<file path="config.mk">
export PLATFORM = sky130hd
export DESIGN_NAME = group_striped_node_allocator
export DESIGN_NICKNAME = d
export VERILOG_FILES = /design/src/design/gsna_pkg.sv /design/src/design/gsna_ctrl.sv /design/src/design/gsna_dp.sv /design/src/design/group_striped_node_allocator.sv
export SDC_FILE = /design/constraint.sdc
export NUM_CORES = 1
export LEC_CHECK = 0
export BUFFER_PORTS_ARGS = -buffer_cell sky130_fd_sc_hd__buf_2
export CAP_MARGIN = 0
export CORE_UTILIZATION = 58
export CTS_CLUSTER_SIZE = 40
export DETAILED_ROUTE_END_ITERATION = 10
export PLACE_DENSITY_LB_ADDON = 0.1
export SYNTH_ARGS = -nofsm -noshare
export SYNTH_HDL_FRONTEND = slang
export SYNTH_HIERARCHICAL = 1
export SYNTH_SLANG_ARGS = --single-unit
</file>
<file path="constraint.sdc">
create_clock -name clk -period 13.6 [get_ports clk]
set_input_delay 0.68 -clock clk [delete_from_list [all_inputs] [get_ports clk]]
set_output_delay 0.68 -clock clk [all_outputs]
set_load 0.005 [all_outputs]
</file>
<file path="src/design/gsna_pkg.sv">
package gsna_pkg;

	localparam int GROUPS_DEF           = 4;
	localparam int ROUTERS_PER_GROUP_DEF = 4;
	localparam int NODES_PER_ROUTER_DEF = 4;

	localparam int COUNT_W  = 7;
	localparam int MASK_W   = 64;
	localparam int NODE_W   = 6;
	localparam int SPREAD_W = 5;

	// ceil division numerator: count + spread - 1, at most 127 + 30
	localparam int NUM_W     = 8;
	localparam int DIV_STEPS = NUM_W;
	localparam int DCNT_W    = $clog2(DIV_STEPS);

	typedef struct packed {
		logic load;
		logic div_step;
		logic scan_step;
		logic push_report;
		logic push_node;
	} gsna_cmd_t;

	typedef struct packed {
		logic div_done;
		logic scan_last;
		logic shortfall;
		logic grant_zero;
		logic last_node;
		logic out_free;
	} gsna_status_t;

endpackage

</file>
<file path="src/design/gsna_ctrl.sv">
module gsna_ctrl (
	input  logic                clk,
	input  logic                arst_n,
	input  logic                in_valid,
	output logic                in_ready,
	input  gsna_pkg::gsna_status_t status,
	output gsna_pkg::gsna_cmd_t    cmd
);
	import gsna_pkg::*;

	typedef enum logic [4:0] {
		S_IDLE   = 5'b00001,
		S_DIV    = 5'b00010,
		S_SCAN   = 5'b00100,
		S_REPORT = 5'b01000,
		S_EMIT   = 5'b10000
	} state_t;

	state_t state_q, state_nx;

	always_ff @(posedge clk or negedge arst_n) begin
		if (!arst_n) begin
			state_q <= S_IDLE;
		end else begin
			state_q <= state_nx;
		end
	end

	assign in_ready = (state_q == S_IDLE);

	always_comb begin
		state_nx = state_q;
		cmd      = '0;
		case (state_q)
			S_IDLE: begin
				if (in_valid) begin
					cmd.load = 1'b1;
					state_nx = S_DIV;
				end
			end
			S_DIV: begin
				cmd.div_step = 1'b1;
				if (status.div_done) begin
					state_nx = S_SCAN;
				end
			end
			S_SCAN: begin
				cmd.scan_step = 1'b1;
				if (status.scan_last) begin
					state_nx = S_REPORT;
				end
			end
			S_REPORT: begin
				// full grant with nodes goes to the per-node stream
				if (!status.shortfall && !status.grant_zero) begin
					state_nx = S_EMIT;
				end else if (status.out_free) begin
					cmd.push_report = 1'b1;
					state_nx        = S_IDLE;
				end
			end
			S_EMIT: begin
				if (status.out_free) begin
					cmd.push_node = 1'b1;
					if (status.last_node) begin
						state_nx = S_IDLE;
					end
				end
			end
			default: begin
				state_nx = S_IDLE;
			end
		endcase
	end

endmodule

</file>
<file path="src/design/gsna_dp.sv">
module gsna_dp #(
	parameter int GROUPS            = gsna_pkg::GROUPS_DEF,
	parameter int ROUTERS_PER_GROUP = gsna_pkg::ROUTERS_PER_GROUP_DEF,
	parameter int NODES_PER_ROUTER  = gsna_pkg::NODES_PER_ROUTER_DEF
) (
	input  logic                              clk,
	input  logic                              arst_n,
	input  logic                              cfg_wr_en,
	input  logic [gsna_pkg::SPREAD_W-1:0]     cfg_wr_data,
	input  logic [gsna_pkg::COUNT_W-1:0]      requested_count,
	input  logic [gsna_pkg::MASK_W-1:0]       available_mask,
	input  logic                              out_ready,
	output logic                              out_valid,
	output logic [gsna_pkg::NODE_W-1:0]       granted_node,
	output logic                              node_valid,
	output logic                              success,
	output logic                              last,
	input  gsna_pkg::gsna_cmd_t               cmd,
	output gsna_pkg::gsna_status_t            status
);
	import gsna_pkg::*;

	localparam int GS    = ROUTERS_PER_GROUP * NODES_PER_ROUTER;
	localparam int TOTAL = GROUPS * GS;
	localparam int CW    = (TOTAL > 1) ? $clog2(TOTAL) : 1;
	localparam int SW    = (GS > 1) ? $clog2(GS) : 1;
	localparam int IDW   = (CW > NODE_W + 1) ? CW : NODE_W + 1;

	logic [SPREAD_W-1:0] group_spread_q;
	logic [SPREAD_W-1:0] div_q;
	logic [SPREAD_W-1:0] rem_q;
	logic [NUM_W-1:0]    num_q;
	logic [DCNT_W-1:0]   div_cnt_q;
	logic [MASK_W-1:0]   avail_q;
	logic [COUNT_W-1:0]  remaining_q;
	logic [COUNT_W-1:0]  found_q;
	logic [CW-1:0]       cursor_q;
	logic [SW-1:0]       slot_q;
	logic [MASK_W-1:0]   gpick_q;
	logic [MASK_W-1:0]   grant_q;
	logic                out_valid_q;

	logic [SPREAD_W-1:0] spread_eff;
	logic [SPREAD_W:0]   rem_sh;
	logic                rem_ge;
	logic [COUNT_W-1:0]  need;
	logic [IDW-1:0]      cur_ext;
	logic                node_free;
	logic                take;
	logic [COUNT_W-1:0]  found_nx;
	logic [MASK_W-1:0]   pick_nx;
	logic                grp_end;
	logic [NODE_W-1:0]   low_idx;
	logic [MASK_W-1:0]   grant_clr;
	logic                out_free;

	always_ff @(posedge clk or negedge arst_n) begin
		if (!arst_n) begin
			group_spread_q <= SPREAD_W'(1);
		end else if (cfg_wr_en) begin
			group_spread_q <= cfg_wr_data;
		end
	end

	assign spread_eff = (group_spread_q == '0) ? SPREAD_W'(1) : group_spread_q;

	// restoring divider, one quotient bit per step; quotient shifts into num_q
	assign rem_sh = {rem_q, num_q[NUM_W-1]};
	assign rem_ge = (rem_sh >= {1'b0, div_q});

	// quota is num_q once division is done
	assign need = ({1'b0, remaining_q} < num_q) ? remaining_q : num_q[COUNT_W-1:0];

	assign cur_ext   = IDW'(cursor_q);
	assign node_free = (cur_ext < IDW'(MASK_W)) && avail_q[cur_ext[NODE_W-1:0]];
	assign take      = node_free && (found_q < need);
	assign found_nx  = found_q + COUNT_W'(take);
	assign pick_nx   = gpick_q | (take ? (MASK_W'(1) << cur_ext[NODE_W-1:0]) : '0);
	assign grp_end   = (slot_q == SW'(GS - 1));

	always_comb begin
		low_idx = '0;
		for (int i = MASK_W - 1; i >= 0; i--) begin
			if (grant_q[i]) begin
				low_idx = NODE_W'(i);
			end
		end
	end

	assign grant_clr = grant_q & (grant_q - MASK_W'(1));
	assign out_free  = !out_valid_q || out_ready;

	always_ff @(posedge clk) begin
		if (cmd.load) begin
			avail_q     <= available_mask;
			div_q       <= spread_eff;
			rem_q       <= '0;
			num_q       <= NUM_W'(requested_count) + NUM_W'(spread_eff) - NUM_W'(1);
			div_cnt_q   <= '0;
			remaining_q <= requested_count;
			found_q     <= '0;
			cursor_q    <= '0;
			slot_q      <= '0;
			gpick_q     <= '0;
			grant_q     <= '0;
		end else if (cmd.div_step) begin
			rem_q     <= rem_ge ? SPREAD_W'(rem_sh - {1'b0, div_q}) : rem_sh[SPREAD_W-1:0];
			num_q     <= {num_q[NUM_W-2:0], rem_ge};
			div_cnt_q <= div_cnt_q + DCNT_W'(1);
		end else if (cmd.scan_step) begin
			cursor_q <= cursor_q + CW'(1);
			if (grp_end) begin
				// group gives all it was asked for, or nothing
				if (found_nx == need) begin
					grant_q     <= grant_q | pick_nx;
					remaining_q <= remaining_q - need;
				end
				found_q <= '0;
				gpick_q <= '0;
				slot_q  <= '0;
			end else begin
				found_q <= found_nx;
				gpick_q <= pick_nx;
				slot_q  <= slot_q + SW'(1);
			end
		end else if (cmd.push_node) begin
			grant_q <= grant_clr;
		end
	end

	always_ff @(posedge clk or negedge arst_n) begin
		if (!arst_n) begin
			out_valid_q <= 1'b0;
		end else if (cmd.push_node || cmd.push_report) begin
			out_valid_q <= 1'b1;
		end else if (out_ready) begin
			out_valid_q <= 1'b0;
		end
	end

	always_ff @(posedge clk) begin
		if (cmd.push_node) begin
			granted_node <= low_idx;
			node_valid   <= 1'b1;
			success      <= 1'b1;
			last         <= (grant_clr == '0);
		end else if (cmd.push_report) begin
			granted_node <= '0;
			node_valid   <= 1'b0;
			success      <= (remaining_q == '0);
			last         <= 1'b1;
		end
	end

	assign out_valid = out_valid_q;

	assign status.div_done   = (div_cnt_q == DCNT_W'(DIV_STEPS - 1));
	assign status.scan_last  = (cursor_q == CW'(TOTAL - 1));
	assign status.shortfall  = (remaining_q != '0);
	assign status.grant_zero = (grant_q == '0);
	assign status.last_node  = (grant_clr == '0);
	assign status.out_free   = out_free;

	a_push_excl: assert property (@(posedge clk) disable iff (!arst_n)
		!(cmd.push_node && cmd.push_report))
		else $error("node and report pushed together");

	a_node_needs_grant: assert property (@(posedge clk) disable iff (!arst_n)
		cmd.push_node |-> (grant_q != '0) && (remaining_q == '0) && out_free)
		else $error("node pushed without a full grant");

	a_report_cond: assert property (@(posedge clk) disable iff (!arst_n)
		cmd.push_report |-> ((remaining_q != '0) || (grant_q == '0)) && out_free)
		else $error("report pushed while nodes are pending");

	a_div_rem: assert property (@(posedge clk) disable iff (!arst_n)
		cmd.div_step && status.div_done |=> (rem_q < div_q))
		else $error("divider remainder not below divisor");

	a_remaining_mono: assert property (@(posedge clk) disable iff (!arst_n)
		cmd.scan_step |=> (remaining_q <= $past(remaining_q)))
		else $error("owed count grew during scan");

endmodule

</file>
<file path="src/design/group_striped_node_allocator.sv">
// Group-striped node allocator.
// Input channel (in_valid/in_ready): one transaction carries requested_count and
// available_mask. in_ready is high only while the block is idle.
// Output channel (out_valid/out_ready): one transaction per granted node, in
// ascending id order, with success=1 and last on the highest id. A shortfall
// gives a single transaction with success=0; a zero request a single one with
// success=1; both have node_valid=0 and last=1.
// Config: group_spread is written on any clock with cfg_wr_en high; the user
// must write it only while idle, which is not enforced. A value of 0 acts as 1.
// Steps per request: accept, restoring quota division, a node-serial group scan
// over every node of the fabric (GROUPS*ROUTERS_PER_GROUP*NODES_PER_ROUTER, 64
// by default), then a decision step that loads a single report transaction on a
// shortfall or zero request, else emits the granted nodes one at a time as the
// output register frees. The node-serial scan sets the bulk of the time taken.
// A stalled receiver holds the output register and pauses result generation;
// the next request is taken once the final result sits in the output register.
// Reset: group_spread returns to 1, the block goes idle, out_valid drops.
module group_striped_node_allocator #(
	parameter int GROUPS            = gsna_pkg::GROUPS_DEF,
	parameter int ROUTERS_PER_GROUP = gsna_pkg::ROUTERS_PER_GROUP_DEF,
	parameter int NODES_PER_ROUTER  = gsna_pkg::NODES_PER_ROUTER_DEF
) (
	input  logic                          clk,
	input  logic                          arst_n,
	input  logic                          cfg_wr_en,
	input  logic [gsna_pkg::SPREAD_W-1:0] cfg_wr_data,
	input  logic                          in_valid,
	output logic                          in_ready,
	input  logic [gsna_pkg::COUNT_W-1:0]  requested_count,
	input  logic [gsna_pkg::MASK_W-1:0]   available_mask,
	output logic                          out_valid,
	input  logic                          out_ready,
	output logic [gsna_pkg::NODE_W-1:0]   granted_node,
	output logic                          node_valid,
	output logic                          success,
	output logic                          last
);
	import gsna_pkg::*;

	gsna_cmd_t    cmd;
	gsna_status_t status;

	gsna_ctrl u_ctrl (
		.clk      (clk),
		.arst_n   (arst_n),
		.in_valid (in_valid),
		.in_ready (in_ready),
		.status   (status),
		.cmd      (cmd)
	);

	gsna_dp #(
		.GROUPS            (GROUPS),
		.ROUTERS_PER_GROUP (ROUTERS_PER_GROUP),
		.NODES_PER_ROUTER  (NODES_PER_ROUTER)
	) u_dp (
		.clk             (clk),
		.arst_n          (arst_n),
		.cfg_wr_en       (cfg_wr_en),
		.cfg_wr_data     (cfg_wr_data),
		.requested_count (requested_count),
		.available_mask  (available_mask),
		.out_ready       (out_ready),
		.out_valid       (out_valid),
		.granted_node    (granted_node),
		.node_valid      (node_valid),
		.success         (success),
		.last            (last),
		.cmd             (cmd),
		.status          (status)
	);

endmodule
</file>
==> results.toml, run 1 <==
[die]
rows = 55
coreArea_um2 = 22700
io_pins = 92
start_util_pct = 59.2
fp.dieArea_um2 = 23800
fp.dieW_um = 154
die_h_um = 154

[timing]
fin_crit_ns = 6.43
slew_headroom_pct = 39.4
finalClockSkew_ns = 0.0149
slew_violations = 0
worst_slew_pin_slew_ns = 0.909
post-route-period-util_pct = 47.3
rsz0062_at_grt = "false"
fin_ws_ns = 7.17
timing.final.hold_violations = 0
max_freq_mhz = 155
setup-tns-final_ns = 0
finalSetupViolations = 0

[clock_tree]
cts_tree = "done"
cts_made_buffers = 28
cts-resized-gates = 0
cts_setup_buffers = 0
cts.sinks = 257
holdBufCountCts = 0
path_clk_slew_ns = 0.06
clock_path_buffers = 3
htreeDepth = 1
clk_latency_ns = 0.55
cts_root_buf = "clkbuf_16"

[detailed_routing]
first_pass_iters = 8
drtIter0Drc = 1149
viasPerCell = 6.35
met2_length_um = 15600
ant_nets = 0
wl_per_cell_um = 19.9
highest_layer = "met4"
drc = 0
drt_wl_total_um = 35600
wl_met1_um = 15800
met3_length_um = 3090
vias = 11400

[worst_setup_path]
required_ns = 13.83
worstPathMaxFanout = 12
cpMaxStageDelayCell = "edfxtp_1"
criticalPathCategory = "register to register"
arrival_ns = 6.66
reg2reg_depth = 21
path_cells = "ha_1, a211oi_1, a21oi_1, a21oi_2, mux2i_1, ha_1, a21o_1, a21o_1, a21oi_1, nand4_1, inv_1, ha_1, ha_1, and3_1, nand3_1, xor2_1, nor2_1, a2111oi_1, o2111a_1, nand2_1, nand2_1"
critPathMaxStageDelay_ns = 0.48
path_common_cell = "ha_1"
worstSetupEndpointType = "register"
crit_path_start_kind = "register"

[logic_synthesis]
syn_inst = 1448
netlist_area_um2 = 13500
synth.avg_cell_area_um2 = 9.29
synth_top_area_share_pct = 23.1
netlist-cell-type-count = 84
synth_top_area_cell = "dfxtp_1"
synthesis.nets = 1577
synth-warning-count = 6
synth_edf_count = 91
ys_ff_latch = 257
async_reset_ff_share_pct = 4.28
synth.area.top_cells = "dfxtp_1, edfxtp_1, a21oi_1, nor2_1, ha_1"
seq_area_frac_synth_pct = 45.4
synthFlopType = "dfxtp_1"

[final_layout]
layout_common_cells = "nor2_1, dfxtp_1, a21oi_1"
design_area_um2 = 14900
finalNetCount = 1613
drive_gt1_share_pct = 13.2
final_common_cell = "nor2_1"
n_antenna_cell = 0
syn2layout_area_growth_pct = 10.5

[global_route]
antenna_found_initial = 0
grt_max_degree = 78
grt_overflow = 0
grt_use_total_pct = 30.0
grt_pass1_vias = 10300
grt_pass1_wl_um = 56300

[place]
dp.final_hpwl_um = 25500
placed_cell_area_um2 = 14000
post-place-ws_ns = 7.26
io_buffers = 91
gp_congestion = 0.956

[worst_hold_path]
hp-class = "input pin to asynchronous set/reset pin"

[pwr]
p_per_area_nw_per_um2 = 175
power_mw = 2.60
p_leak_nw = 5.87
vdd_drop_max_mv = 0.118

[outcome]
status = "finished, final reports clean"

[run]
cap_violations = 0
cell usage after synthesis, drive strengths merged, types with 11 or more instances:
cell    instances
or3            11
nand3          35
o31ai          13
ha             45
nor3           34
edfxtp         91
a211oi         19
mux4           17
clkbuf         75
and3           14
xor2           11
nor4           27
o21ai          87
a21oi         131
and2           16
xnor2          15
a311oi         12
a21o           13
inv            84
mux2i          14
nor2          166
dfxtp         155
nor2b          23
nand2b         13
a31oi          45
buf            25
o211ai         18
o32ai          21
nand4          14
nand2          77
logic make-up after synthesis:
logic type | synth area share [%]
XOR/XNOR | 1.69
buffers and inverters | 5.60
AO/OA/AOI/OAI | 20.5
adder cells (fa/ha/maj) | 4.93
flip-flops | 45.4
AND/OR/NAND/NOR | 17.6
multiplexers | 4.31
final timing paths:
path	startpoint	slack [ns]	endpoint
hold reg to reg	u_dp/group_spread_q[4]$_DFFE_PN0P_	0.45	u_dp/div_q[4]$_DFFE_PP_
setup / recovery	u_dp/remaining_q[5]$_DFFE_PP_	7.17	u_dp/remaining_q[0]$_DFFE_PP_
hold / removal	arst_n	0.002	u_dp/group_spread_q[1]$_DFFE_PN0P_
max in group asynchronous	arst_n	13.31	u_ctrl/state_q[0]$_DFFE_PN1P_
min in group clk	available_mask[62]	0.30	u_dp/avail_q[62]$_DFFE_PP_
setup reg to reg	u_dp/remaining_q[5]$_DFFE_PP_	7.17	u_dp/remaining_q[0]$_DFFE_PP_
worst max-delay path: cells and delay by family, from the launching register on:
family / cells / cell delay [ns]
DFF: 1 / 0.48
AOI/OAI and AO/OA: 8 / 2.22
buffers and inverters: 1 / 0.15
adders and majority gates: 4 / 1.08
and+or+nand+nor: 6 / 1.49
muxes: 1 / 0.41
xor gates and xnor gates: 1 / 0.27
power breakdown:
part           switching (mW)  internal (mW)  leakage (nW)
registers              0.0687          0.945          2.22
logic                   0.520          0.317          3.21
clock network           0.306          0.439         0.433
total                   0.894           1.70          5.87
metal layers:
layer | vias to the layer above | track usage, %
met5 | - | 0
met1 | 5339 | 43.5
met3 | 87 | 4.57
met4 | 0 | 10.6
met2 | 531 | 45.8
li1 | 5419 | -
through the flow:
step | instances | util, % | hold slack [ns]
global placement | 1739 | 61.5 | 0.429
finish | 1791 | 65.5 | 0.00217
CTS | 1791 | 65.5 | 0.00229
global route | 1791 | 65.5 | 0.0165
detailed placement | 1739 | 61.5 | 0.433
floorplan | 1448 | - | 0.384
cell type report:
class / instances / area [µm²]
multi-input combinational: 1007 / 6610
clock inverter: 12 / 118
sequential: 257 / 6110
inverter: 84 / 315
fill: 1911 / 7840
clock buffer: 40 / 787
tap: 285 / 357
timing repair buffer: 106 / 568
flip-flops by register name, summed over array words and instances, names as in the netlist, 3 cells and up:
signal	count
u_ctrl/state_q	5
u_dp/avail_q	64
u_dp/cursor_q	6
u_dp/div_cnt_q	3
u_dp/div_q	5
u_dp/found_q	7
u_dp/gpick_q	64
u_dp/grant_q	64
u_dp/granted_node	6
u_dp/group_spread_q	5
u_dp/num_q	8
u_dp/rem_q	5
u_dp/remaining_q	7
u_dp/slot_q	4
No activity file was read; power rests on OpenSTA's default activity.
==> run 2, diff against run 1 <==
Settings changed: CORE_UTILIZATION 58 to 55.
Clock period 13.6 ns to 5.8 ns, I/O delays scaled along.
==> run 2 against run 1 <==
- utilization grew 0.99 points
- sequential share of layout area shrank 2.4 points
- die area grew 5.4%
- largest power group unchanged
- register-to-register slack lost 6.7 ns
- combinational power grew 150%
- global-route usage grew 0.40 points
- non-clock buffer count grew 78
- worst setup slack lost 6.7 ns
- first-iteration DRC count shrank 15%
- highest routed layer unchanged
- wire length grew 5.7%
- clock skew grew 0.0018 ns
==> results.toml, run 2 (synthesized netlist as in run 1, its figures left out) <==
[detailed_routing]
drtIter0Drc = 975
drc = 0
drt_wl_total_um = 37600
first_pass_iters = 5
ant_nets = 0
wl_per_cell_um = 19.8
viasPerCell = 6.14
vias = 11700

[timing]
rsz0062_at_grt = "false"
finalClockSkew_ns = 0.0167
post-route-period-util_pct = 91.1
finalSetupViolations = 0
max_freq_mhz = 189
timing.final.hold_violations = 0
holdWs_ns = 0.0424
slew_headroom_pct = 36.2
setup-tns-final_ns = 0
slew_violations = 0
fin_crit_ns = 5.28
worst_slew_pin_slew_ns = 0.954

[pwr]
pwr-share-comb_pct = 32.8
p_per_area_nw_per_um2 = 400
netSwitchingPower_mw = 2.15
p_leak_nw = 6.24
vdd_drop_max_mv = 0.379
seq_power_share_pct = 37.7
p_int_mw = 4.17
clkPwrFrac_pct = 29.5
swShare_pct = 34.0

[global_route]
grt_pass1_wl_um = 58900
grt_max_degree = 66
grt_pass1_vias = 11000
antenna_found_initial = 1
grt_use_total_pct = 30.4
grt_overflow = 0

[clock_tree]
cts_made_buffers = 28
clk_latency_ns = 0.54
path_clk_slew_ns = 0.06
cts_tree = "done"
htreeDepth = 1
clock_path_buffers = 3
cts.sinks = 257
cts_root_buf = "clkbuf_16"

[worst_setup_path]
criticalPathCategory = "register to register"
cp-startpoint = "u_dp/remaining_q[5]$_DFFE_PP_"
regToRegStartpoint = "u_dp/remaining_q[5]$_DFFE_PP_"
arrival_ns = 5.74
worstSetupEndpointType = "register"
cpMaxStageDelayCell = "edfxtp_1"
critPathMaxStageDelay_ns = 0.45
worstPathMaxFanout = 48
required_ns = 6.25
reg2reg_depth = 25
crit_path_start_kind = "register"
path_common_cell = "ha_1"

[die]
rows = 56
start_util_pct = 56.6
die_h_um = 158
fp.dieArea_um2 = 25100
io_pins = 92
coreArea_um2 = 23800
fp.dieW_um = 158

[final_layout]
finalNetCount = 1691
syn2layout_area_growth_pct = 17.3
drive_gt1_share_pct = 13.5
top_regs = "u_dp/avail_q: 64 flops, u_dp/gpick_q: 64 flops, u_dp/grant_q: 64 flops"
layout_common_cells = "nor2_1, dfxtp_1, a21oi_1"
final_common_cell = "nor2_1"
design_area_um2 = 15800

[place]
placed_cell_area_um2 = 14000
dp.final_hpwl_um = 25900
io_buffers = 91
gp_congestion = 0.976

[outcome]
status = "finished, final reports clean"

[run]
cap_violations = 0

[worst_hold_path]
hp-class = "input pin to register"
whs_path_depth = 2
min_from = "cfg_wr_en"
==> run 2: critical path: cells and delay by family, from the launching register on <==
kind	cells	cell delay, ns
and+or+nand+nor	6	0.82
AOI/OAI and AO/OA	8	1.66
buffers and inverters	5	0.69
muxes	1	0.37
DFF	1	0.45
adders and majority gates	4	1.00
xor gates and xnor gates	1	0.20
==> run 2: power by group through the flow <==
stage	Sequential (mW)	Combinational [mW]	Clock, mW
floorplan	2.35	1.49	0
global placement	2.41	1.93	0
detailed placement	2.41	1.96	0
CTS	2.38	2.01	1.87
global route	2.41	2.30	1.96
finish	2.38	2.07	1.86
==> run 2: layout make-up <==
cell class | count | area, µm²
diodes | 1 | 2.50
clock buffers | 42 | 848
clock inverters | 10 | 126
fillers | 1917 | 7970
inverters | 84 | 315
multi-input cells | 1007 | 6640
flip-flops and latches | 257 | 6110
well taps | 319 | 399
repair buffers | 184 | 1340
==> run 2: final timing paths <==
check,slack [ns],to
max,0.52,u_dp/grant_q[50]$_SDFFE_PP0P_
min,0.04,u_dp/group_spread_q[2]$_DFFE_PN0P_
max reg2reg,0.52,u_dp/grant_q[50]$_SDFFE_PP0P_
min reg2reg,0.44,u_dp/div_q[4]$_DFFE_PP_
max in group asynchronous,5.36,u_dp/group_spread_q[0]$_DFFE_PN1P_
min in group asynchronous,0.16,u_ctrl/state_q[1]$_DFFE_PN0P_
==> run 2: what timing repair did <==
action / in CTS / in global routing
hold buffers: 72 / 0
gates resized for setup: 0 / 10
setup buffers: 0 / 2
endpoints found under the setup margin: 0 / 70
endpoints found under the hold margin: 81 / 0
==> run 2: per-layer routing <==
| metal | vias to the layer above | global-route usage [%] | wire length (µm) |
|---|---|---|---|
| li1 | 5576 | - | - |
| met1 | 5568 | 41.6 | 16400 |
| met2 | 481 | 48.7 | 17100 |
| met3 | 68 | 5.58 | 3110 |
| met4 | 0 | 9.71 | 1010 |
| met5 | - | 0 | 0 |
==> run 2: stage by stage <==
step	util, %	setup WS [ns]	instances	total power, mW
6_report	66.5	0.515	1904	6.32
5_1_grt	66.4	0.0635	1903	6.67
4_1_cts	66.2	0.159	1901	6.26
3_5_place_dp	59.1	0.193	1777	4.37
3_3_place_gp	59.1	0.346	1777	4.33
2_1_floorplan	-	0.430	1448	3.84
